[src/rtl/sadf_pkg.sv]
`timescale 1ns / 1ps
// Shared types and constants for the store address and data formatter.
// No dependencies.
package sadf_pkg;

    localparam int XLEN    = 64;
    localparam int IMM_W   = 16;
    localparam int QDEPTH  = 2;
    localparam int QPTR_W  = $clog2(QDEPTH);
    localparam int QCNT_W  = $clog2(QDEPTH + 1);

    typedef enum logic [1:0] {
        MODE_D,
        MODE_DS,
        MODE_X,
        MODE_XC
    } sadf_mode_t;

    typedef enum logic [1:0] {
        SIZE_B,
        SIZE_H,
        SIZE_W,
        SIZE_D
    } sadf_size_t;

    // one transaction as it sits between address generation and commit
    typedef struct packed {
        logic [XLEN-1:0] ea;
        logic [XLEN-1:0] data;
        logic [1:0]      size;
        logic            upd;
        logic            cond;
        logic            rvalid;
        logic [XLEN-1:0] raddr;
        logic            so;
    } sadf_item_t;

    typedef struct packed {
        logic full;
        logic empty;
    } sadf_qstat_t;

endpackage

[src/rtl/store_address_and_data_formatter.sv]
`timescale 1ns / 1ps
// Store address and data formatter, top level. Uses sadf_pkg, sadf_front,
// sadf_queue and sadf_back.
// Path: an accepted store is written into the queue, then loaded into the result
// register when popped. Throughput: one store per cycle while out_ready is high;
// the queue pushes and pops in the same cycle and the result register reloads as it
// drains. Reset (async) clears queue and out_valid.
module store_address_and_data_formatter
    import sadf_pkg::*;
(
    input  logic              clk,
    input  logic              rst_n,
    input  logic              in_valid,
    output logic              in_ready,
    input  logic [1:0]        mode,
    input  logic              update,
    input  logic              reversed,
    input  logic [1:0]        size,
    input  logic [4:0]        base_index,
    input  logic [XLEN-1:0]   base_value,
    input  logic [XLEN-1:0]   index_value,
    input  logic [IMM_W-1:0]  immediate,
    input  logic [XLEN-1:0]   source_value,
    input  logic              reserve_valid,
    input  logic [XLEN-1:0]   reserve_address,
    input  logic              summary_overflow,
    output logic              out_valid,
    input  logic              out_ready,
    output logic              write_enable,
    output logic [XLEN-1:0]   write_address,
    output logic [XLEN-1:0]   write_data,
    output logic [1:0]        write_size,
    output logic              base_update,
    output logic              cr0_write,
    output logic [3:0]        cr0_value,
    output logic              clear_reservation
);

    sadf_qstat_t qstat;
    sadf_item_t  push_item;
    sadf_item_t  head_item;
    logic        push;
    logic        pop;

    sadf_front u_front (
        .in_valid         (in_valid),
        .in_ready         (in_ready),
        .mode             (mode),
        .update           (update),
        .reversed         (reversed),
        .size             (size),
        .base_index       (base_index),
        .base_value       (base_value),
        .index_value      (index_value),
        .immediate        (immediate),
        .source_value     (source_value),
        .reserve_valid    (reserve_valid),
        .reserve_address  (reserve_address),
        .summary_overflow (summary_overflow),
        .qstat            (qstat),
        .push             (push),
        .push_item        (push_item)
    );

    sadf_queue u_queue (
        .clk       (clk),
        .rst_n     (rst_n),
        .push      (push),
        .push_item (push_item),
        .pop       (pop),
        .head_item (head_item),
        .qstat     (qstat)
    );

    sadf_back u_back (
        .clk               (clk),
        .rst_n             (rst_n),
        .head_item         (head_item),
        .qstat             (qstat),
        .pop               (pop),
        .out_valid         (out_valid),
        .out_ready         (out_ready),
        .write_enable      (write_enable),
        .write_address     (write_address),
        .write_data        (write_data),
        .write_size        (write_size),
        .base_update       (base_update),
        .cr0_write         (cr0_write),
        .cr0_value         (cr0_value),
        .clear_reservation (clear_reservation)
    );

endmodule

[src/rtl/sadf_front.sv]
`timescale 1ns / 1ps
// Front end: accepts store transactions, forms the effective address and
// the formatted store data. Depends on sadf_pkg.
module sadf_front
    import sadf_pkg::*;
(
    input  logic              in_valid,
    output logic              in_ready,
    input  logic [1:0]        mode,
    input  logic              update,
    input  logic              reversed,
    input  logic [1:0]        size,
    input  logic [4:0]        base_index,
    input  logic [XLEN-1:0]   base_value,
    input  logic [XLEN-1:0]   index_value,
    input  logic [IMM_W-1:0]  immediate,
    input  logic [XLEN-1:0]   source_value,
    input  logic              reserve_valid,
    input  logic [XLEN-1:0]   reserve_address,
    input  logic              summary_overflow,
    input  sadf_qstat_t       qstat,
    output logic              push,
    output sadf_item_t        push_item
);

    logic [XLEN-1:0] offset;
    logic [XLEN-1:0] base;
    logic [XLEN-1:0] rev_all;
    logic [XLEN-1:0] plain;
    logic [XLEN-1:0] swapped;

    assign in_ready = !qstat.full;
    assign push     = in_valid && in_ready;

    always_comb
    begin
        unique case (sadf_mode_t'(mode))
            MODE_D:  offset = {{(XLEN-IMM_W){immediate[IMM_W-1]}}, immediate};
            MODE_DS: offset = {{(XLEN-IMM_W){immediate[IMM_W-1]}},
                               immediate[IMM_W-1:2], 2'b00};
            default: offset = index_value;
        endcase
    end

    assign base = (update || base_index != 5'd0) ? base_value : '0;

    always_comb
    begin
        for (int i = 0; i < 8; i++)
        begin
            rev_all[8*i +: 8] = source_value[8*(7-i) +: 8];
        end
    end

    always_comb
    begin
        unique case (sadf_size_t'(size))
            SIZE_B:
            begin
                plain   = {56'd0, source_value[7:0]};
                swapped = {56'd0, rev_all[63:56]};
            end
            SIZE_H:
            begin
                plain   = {48'd0, source_value[15:0]};
                swapped = {48'd0, rev_all[63:48]};
            end
            SIZE_W:
            begin
                plain   = {32'd0, source_value[31:0]};
                swapped = {32'd0, rev_all[63:32]};
            end
            SIZE_D:
            begin
                plain   = source_value;
                swapped = rev_all;
            end
        endcase
    end

    always_comb
    begin
        push_item.ea     = base + offset;
        push_item.data   = reversed ? swapped : plain;
        push_item.size   = size;
        push_item.upd    = update;
        push_item.cond   = (sadf_mode_t'(mode) == MODE_XC);
        push_item.rvalid = reserve_valid;
        push_item.raddr  = reserve_address;
        push_item.so     = summary_overflow;
    end

endmodule

[src/rtl/sadf_queue.sv]
`timescale 1ns / 1ps
// Short transaction queue between front and back end.
// Depends on sadf_pkg.
module sadf_queue
    import sadf_pkg::*;
(
    input  logic        clk,
    input  logic        rst_n,
    input  logic        push,
    input  sadf_item_t  push_item,
    input  logic        pop,
    output sadf_item_t  head_item,
    output sadf_qstat_t qstat
);

    sadf_item_t        mem [QDEPTH];
    logic [QPTR_W-1:0] wr_ptr_reg, wr_ptr_next;
    logic [QPTR_W-1:0] rd_ptr_reg, rd_ptr_next;
    logic [QCNT_W-1:0] count_reg, count_next;

    assign qstat.full  = (count_reg == QCNT_W'(QDEPTH));
    assign qstat.empty = (count_reg == '0);
    assign head_item   = mem[rd_ptr_reg];

    always_comb
    begin
        wr_ptr_next = push ? wr_ptr_reg + QPTR_W'(1) : wr_ptr_reg;
        rd_ptr_next = pop  ? rd_ptr_reg + QPTR_W'(1) : rd_ptr_reg;
        count_next  = count_reg;
        if (push && !pop)
        begin
            count_next = count_reg + QCNT_W'(1);
        end
        else if (pop && !push)
        begin
            count_next = count_reg - QCNT_W'(1);
        end
    end

    always_ff @(posedge clk or negedge rst_n)
    begin
        if (!rst_n)
        begin
            wr_ptr_reg <= '0;
            rd_ptr_reg <= '0;
            count_reg  <= '0;
        end
        else
        begin
            wr_ptr_reg <= wr_ptr_next;
            rd_ptr_reg <= rd_ptr_next;
            count_reg  <= count_next;
        end
    end

    always_ff @(posedge clk)
    begin
        if (push)
        begin
            mem[wr_ptr_reg] <= push_item;
        end
    end

endmodule

[src/rtl/sadf_back.sv]
`timescale 1ns / 1ps
// Back end: reservation check for conditional stores and the result
// register. Depends on sadf_pkg.
module sadf_back
    import sadf_pkg::*;
(
    input  logic            clk,
    input  logic            rst_n,
    input  sadf_item_t      head_item,
    input  sadf_qstat_t     qstat,
    output logic            pop,
    output logic            out_valid,
    input  logic            out_ready,
    output logic            write_enable,
    output logic [XLEN-1:0] write_address,
    output logic [XLEN-1:0] write_data,
    output logic [1:0]      write_size,
    output logic            base_update,
    output logic            cr0_write,
    output logic [3:0]      cr0_value,
    output logic            clear_reservation
);

    logic            out_valid_reg, out_valid_next;
    logic            ok;
    logic            we_reg;
    logic [XLEN-1:0] addr_reg;
    logic [XLEN-1:0] data_reg;
    logic [1:0]      size_reg;
    logic            upd_reg;
    logic            crw_reg;
    logic [3:0]      cr0_reg;
    logic            clr_reg;

    assign pop = !qstat.empty && (!out_valid_reg || out_ready);
    assign ok  = !head_item.cond
                 || (head_item.rvalid && head_item.raddr == head_item.ea);

    always_comb
    begin
        out_valid_next = out_valid_reg;
        if (pop)
        begin
            out_valid_next = 1'b1;
        end
        else if (out_ready)
        begin
            out_valid_next = 1'b0;
        end
    end

    always_ff @(posedge clk or negedge rst_n)
    begin
        if (!rst_n)
        begin
            out_valid_reg <= 1'b0;
        end
        else
        begin
            out_valid_reg <= out_valid_next;
        end
    end

    always_ff @(posedge clk)
    begin
        if (pop)
        begin
            we_reg   <= ok;
            addr_reg <= head_item.ea;
            data_reg <= ok ? head_item.data : '0;
            size_reg <= head_item.size;
            upd_reg  <= ok && head_item.upd;
            crw_reg  <= head_item.cond;
            cr0_reg  <= head_item.cond ? {2'b00, ok, head_item.so} : 4'd0;
            clr_reg  <= head_item.cond && ok;
        end
    end

    assign out_valid         = out_valid_reg;
    assign write_enable      = we_reg;
    assign write_address     = addr_reg;
    assign write_data        = data_reg;
    assign write_size        = size_reg;
    assign base_update       = upd_reg;
    assign cr0_write         = crw_reg;
    assign cr0_value         = cr0_reg;
    assign clear_reservation = clr_reg;

endmodule

[config.mk]
export PLATFORM = sky130hd
export DESIGN_NAME = store_address_and_data_formatter
export DESIGN_NICKNAME = d
export VERILOG_FILES = /design/src/rtl/sadf_pkg.sv /design/src/rtl/store_address_and_data_formatter.sv /design/src/rtl/sadf_front.sv /design/src/rtl/sadf_queue.sv /design/src/rtl/sadf_back.sv
export SDC_FILE = /design/constraint.sdc
export NUM_CORES = 1
export LEC_CHECK = 0
export BUFFER_PORTS_ARGS = -buffer_cell sky130_fd_sc_hd__buf_4
export CORE_AREA = 2 2 252 254
export CTS_BUF_LIST = sky130_fd_sc_hd__clkbuf_8 sky130_fd_sc_hd__clkbuf_16
export DETAILED_ROUTE_END_ITERATION = 10
export DIE_AREA = 0 0 254 256
export GPL_TIMING_DRIVEN = 0
export PLACE_DENSITY = 0.65
export SLEW_MARGIN = 40
export SYNTH_ARGS = -nofsm -noshare
export SYNTH_HDL_FRONTEND = slang
export SYNTH_HIERARCHICAL = 1
export SYNTH_SLANG_ARGS = --single-unit
export TNS_END_PERCENT = 1
[constraint.sdc]
create_clock -name clk -period 14.9 [get_ports clk]
set_clock_uncertainty 0.15 [all_clocks]
set_input_delay 1.49 -clock clk [delete_from_list [all_inputs] [get_ports clk]]
set_output_delay 1.49 -clock clk [all_outputs]
set_load 0.05 [all_outputs]
---- Yosys cells after proc, flatten, opt, wreduce, memory -nomap -nowiden ----
Memories as Yosys holds them, arrays and structs flattened.
Index checks and enable logic that the tools add are counted.
cells by class
  mux-type cells .......................... 11
  reductions and logical operators ........ 22
  eq/ne operators ......................... 7
  add/sub/neg operators ................... 5
operators by type and width
  kind                                                                   count
  64-bit case mux with 4 select lines                                    2
  64-bit two-way mux                                                     2
  64-bit case mux with 2 select lines                                    1
  64-bit adder                                                           1
  64-bit equality test                                                   1
  2-bit equality test, second input constant                             4
  1-bit logical AND                                                      7
  1-bit zero test                                                        6
  2-bit zero test                                                        3
  5-bit nonzero test                                                     1
  2-bit by 1-bit equality test with 1-bit output, second input constant  2
  1-bit two-way mux                                                      4
  2-bit two-way mux                                                      2
  2-bit nonzero test                                                     2
  1-bit logical OR                                                       3
  1-bit adder, second input constant                                     2
  2-bit by 1-bit adder with 2-bit output, second input constant          1
  2-bit by 1-bit subtractor with 2-bit output, second input constant     1
storage, ports and cells
  RAM bits ................................ 396
  output and inout bits ................... 140
  input port bits ......................... 289
  logic and storage cells ................. 59
  memories ................................ 1
  bits in registers ....................... 143
memory list
  name         depth  width  rd ports  clocked after Yosys merged registers in  write ports  RTL line          source
  u_queue.mem  2      198    1         0                                        1            sadf_queue.sv:16  sadf_item_t mem [QDEPTH];

---- Logic depth before layout (Yosys ltp) ----
  depth after elaboration ................. 7
  depth in mapped cells ................... 15
  mapped depth without buffers ............ 14

---- Cells and area by module ----
Netlist, hierarchy kept.
by module, submodules not included
  module      cells an instance  times used  area each (um^2)  sequential area each (um^2)
  sadf_queue  632                1           14880.5           11991.5
  sadf_front  1062               1           6718.9            0.0
  sadf_back   426                1           6188.4            4108.9

---- Worst setup path after synthesis ----
Ideal clock, no wire load.
  path type ............................... input -> register
  start ................................... input in_valid
  end ..................................... memory u_queue/mem[0][0] (netlist name), enable pin
  setup time .............................. 0.783 ns
  path slack .............................. 3.526 ns
  path buffers ............................ 0
  data required time ...................... 13.967 ns
  arrival time ............................ 10.440 ns
  stages on the path ...................... 2
  path through ............................ nor2b_1 nor2b_1
between the ends
  word-level cells in the longest chain between the ends .. 3
ends and longest elaborated chain
  element                                  RTL line                                source
  from (decl)                              store_address_and_data_formatter.sv:13  input logic in_valid,
  1-bit logical AND                        sadf_front.sv:33                        assign push = in_valid && in_ready;
  1-bit two-way mux                        sadf_queue.sv:58                        if (push)
  1-bit two-way mux (not written as such)  sadf_queue.sv:60                        mem[wr_ptr_reg] <= push_item;
  to (decl)                                sadf_queue.sv:16
No other way between the ends.

==> reports/results.tsv <==
metric	value	unit
synth.distinct_cells	68	
rsz0062_at_grt	false	
peakVddDrop	109.6	uV
largest_reg_flops	396	
wl	79340	um
yosys_register_bits	537	
synthXorXnorAreaFrac	0.03814	
max_freq	176.5	MHz
cts_hold_buf	0	
timing.rr.start	u_queue/rd_ptr_reg$_DFFE_PN0P_	
setup_violations	0	
drv_slew	0	
worst_pin_slew	0.8724	ns
design_area	0.03375	mm^2
insertion_delay	0.60	ns
cts_buffers	52	
leakagePower	12.97	nW
place_ws	8.604	ns
fin_ws	9.236	ns
fill_cells	5339	
io_pins	429	
gp_congestion	0.9579	
die_x	254	um
maxCapViolCount	0	
worstHoldStart	u_queue/count_reg[1]$_DFFE_PN0P_	
place_hpwl	62650	um
synth.area.mux_share	0.1221	
mostFrequentLayoutCells	532 x edfxtp_1, 430 x buf_4, 170 x nand2_1	
syn_inst	2120	
slew_headroom	0.4184	
track_usage	0.2411	
clock_sinks	537	
drc	0	
status	finished clean	
fin_util	0.5410	
hold-worst-slack	0.3461	ns
core_area	0.06239	mm^2
cts_max_level	2	
power	6.549	mW
grt_overflow	0	
wl_met2	39930	um
ys_seq_area_frac	0.5794	
yosys.area_share.simple	0.09798	
routedWlPerCell	23.00	um
drive_gt1_frac	0.3136	
die-area	0.06502	mm^2
worstSetupStartpoint	base_index[0]	
synth_compound_area_frac	0.08497	
synth_top_family_by_area	multiplexers	
path_clk_slew	0.06	ns
num_rows	92	
final_common_cell	edfxtp_1	
powerDensity	194.0	mW/mm^2
avgSynthCellArea	13.11	um^2
cts_setup_buffers	0	
vias_per_cell	5.418	
regMostFlops	u_queue/mem	
async_flop_share	0.009311	
hold_viol	0	
syn_area	0.02779	mm^2
cp.required	15.08	ns
antenna_found_initial	9	
dpl_cell_area	0.03210	mm^2
ant_nets	0	
post_cts_resized	0	
min_path_type	register to register	
fin_nets	2913	
vias	18691	
finalCriticalPeriod	5.664	ns
port_buffers	358	
grt_max_degree	41	
dr_wl_met3	4610	um
clk_path_buf_depth	3	
die-height	256	um
critPathMaxFanout	10	
endpoint_kind	register	
cp_data_arrival_time	5.85	ns
synth_edf_count	532	
tritoncts	yes	
synth_ff_type	edfxtp_1	
yosys_warnings	6	
critPathLaunchType	input port	
critPathKind	input port to register	
period_share	0.3802	
grt_pass1_wl	116000	um
first_pass_iters	5	
synth_fa_ha_area_frac	0.02954	
grt_pass1_vias	18663	
met1_length	32720	um
first_iter_violations	1391	
syn2layout_area_growth	21.47	%
root_buffer	clkbuf_16	
routed.top_layer	met5	
start_util	0.4454	
==> final timing paths <==
| check | endpoint | slack (ns) | cells after the start |
|---|---|---|---|
| max | u_queue/mem[1][190]$_DFFE_PP_ | 9.24 | 16 |
| min | u_queue/count_reg[1]$_DFFE_PN0P_ | 0.35 | 1 |
| max in group asynchronous | u_queue/wr_ptr_reg$_DFFE_PN0P_ | 13.90 | 1 |
| max reg2reg | u_back/write_data[49]$_SDFFCE_PN0P_ | 10.57 | 11 |
| min in group asynchronous | u_queue/rd_ptr_reg$_DFFE_PN0P_ | 0.56 | 1 |
| min reg2reg | u_queue/count_reg[1]$_DFFE_PN0P_ | 0.35 | 1 |
==> kinds of logic after synthesis <==
logic type | after synthesis
flops | 537
fa+ha+maj | 65
xor+xnor | 121
other cells | 1
buf+inv | 227
compound gates | 342
simple gates | 552
mux | 275
==> power breakdown <==
part | leakage [nW] | switching [mW] | internal, mW
logic | 7.05 | 1.79 | 1.06
clock network | 0.837 | 0.554 | 0.729
registers | 5.08 | 0.145 | 2.27
==> layout make-up <==
type                    instances  area (um^2)  area share
clock inverters                41        314.1    0.009304
flip-flops and latches        537        16100      0.4770
multi-input cells            1357        10390      0.3077
well taps                     846         1059     0.03136
clock buffers                  53         1326     0.03929
inverters                      31        116.4    0.003447
plain buffers                 196         1211     0.03588
diodes                          5        12.51   0.0003707
repair buffers                384         3228     0.09564
==> metrics by stage <==
stage | TNS, ns | instances
final | 0 | 3450
after global routing | 0 | 3450
after CTS | 0 | 3445
after detailed placement | 0 | 3351
after global placement | -354.37 | 3325
after floorplan | 0 | 2121
==> cell usage after synthesis (3+ instances only) <==
| master | count | area, um^2 |
|---|---|---|
| clkbuf_1 | 54 | 202.7 |
| o21ai_0 | 51 | 255.2 |
| o31ai_1 | 3 | 22.52 |
| ha_1 | 64 | 800.8 |
| nand2b_1 | 20 | 125.1 |
| nand4_1 | 108 | 675.7 |
| nand2_1 | 170 | 638.1 |
| o21ai_1 | 7 | 35.03 |
| xnor2_1 | 95 | 832.1 |
| o22ai_1 | 10 | 62.56 |
| inv_1 | 30 | 112.6 |
| or3_1 | 4 | 25.02 |
| nor4_1 | 8 | 50.05 |
| a211oi_1 | 26 | 195.2 |
| dfrtp_1 | 5 | 125.1 |
| nor2b_1 | 6 | 37.54 |
| a21o_1 | 24 | 180.2 |
| nand3b_1 | 3 | 22.52 |
| a21boi_0 | 3 | 22.52 |
| edfxtp_1 | 532 | 15980 |
| nor3_1 | 21 | 105.1 |
| a21oi_1 | 84 | 420.4 |
| a221oi_1 | 15 | 131.4 |
| mux2_2 | 112 | 1261 |
| buf_4 | 72 | 540.5 |
| buf_1 | 12 | 45.04 |
| a21boi_1 | 3 | 22.52 |
| a31oi_1 | 8 | 50.05 |
| o21bai_1 | 15 | 112.6 |
| nor2_1 | 115 | 431.7 |
| a22oi_1 | 3 | 22.52 |
| and2_1 | 71 | 444.2 |
| buf_6 | 21 | 236.5 |
| nand3_1 | 16 | 80.08 |
| xor2_1 | 26 | 227.7 |
| mux2_4 | 100 | 1501 |
| o2bb2ai_1 | 65 | 569.3 |
| mux2i_1 | 63 | 630.6 |
| buf_2 | 37 | 185.2 |
| o211ai_1 | 4 | 30.03 |
| a21oi_2 | 3 | 26.28 |
==> metal layers <==
| metal | vias to the layer above | track usage |
|---|---|---|
| met3 | 119 | 0.03549 |
| met5 | - | 0 |
| met1 | 9067 | 0.3113 |
| li1 | 8794 | - |
| met4 | 8 | 0.07157 |
| met2 | 703 | 0.4183 |
==> critical path, stage by stage <==
cell,delay [ns]
buf_4,0.11
nor4_1,0.25
nand2_1,0.39
clkbuf_1,0.31
and2_1,0.27
ha_1,0.30
fa_1,0.44
a21o_2,0.25
nand3_2,0.08
a31o_1,0.27
a21oi_2,0.13
a31oi_2,0.41
o41ai_4,0.15
a21oi_2,0.33
nor2_1,0.11
a2111oi_2,0.53
(Power assumes the default switching activity.)
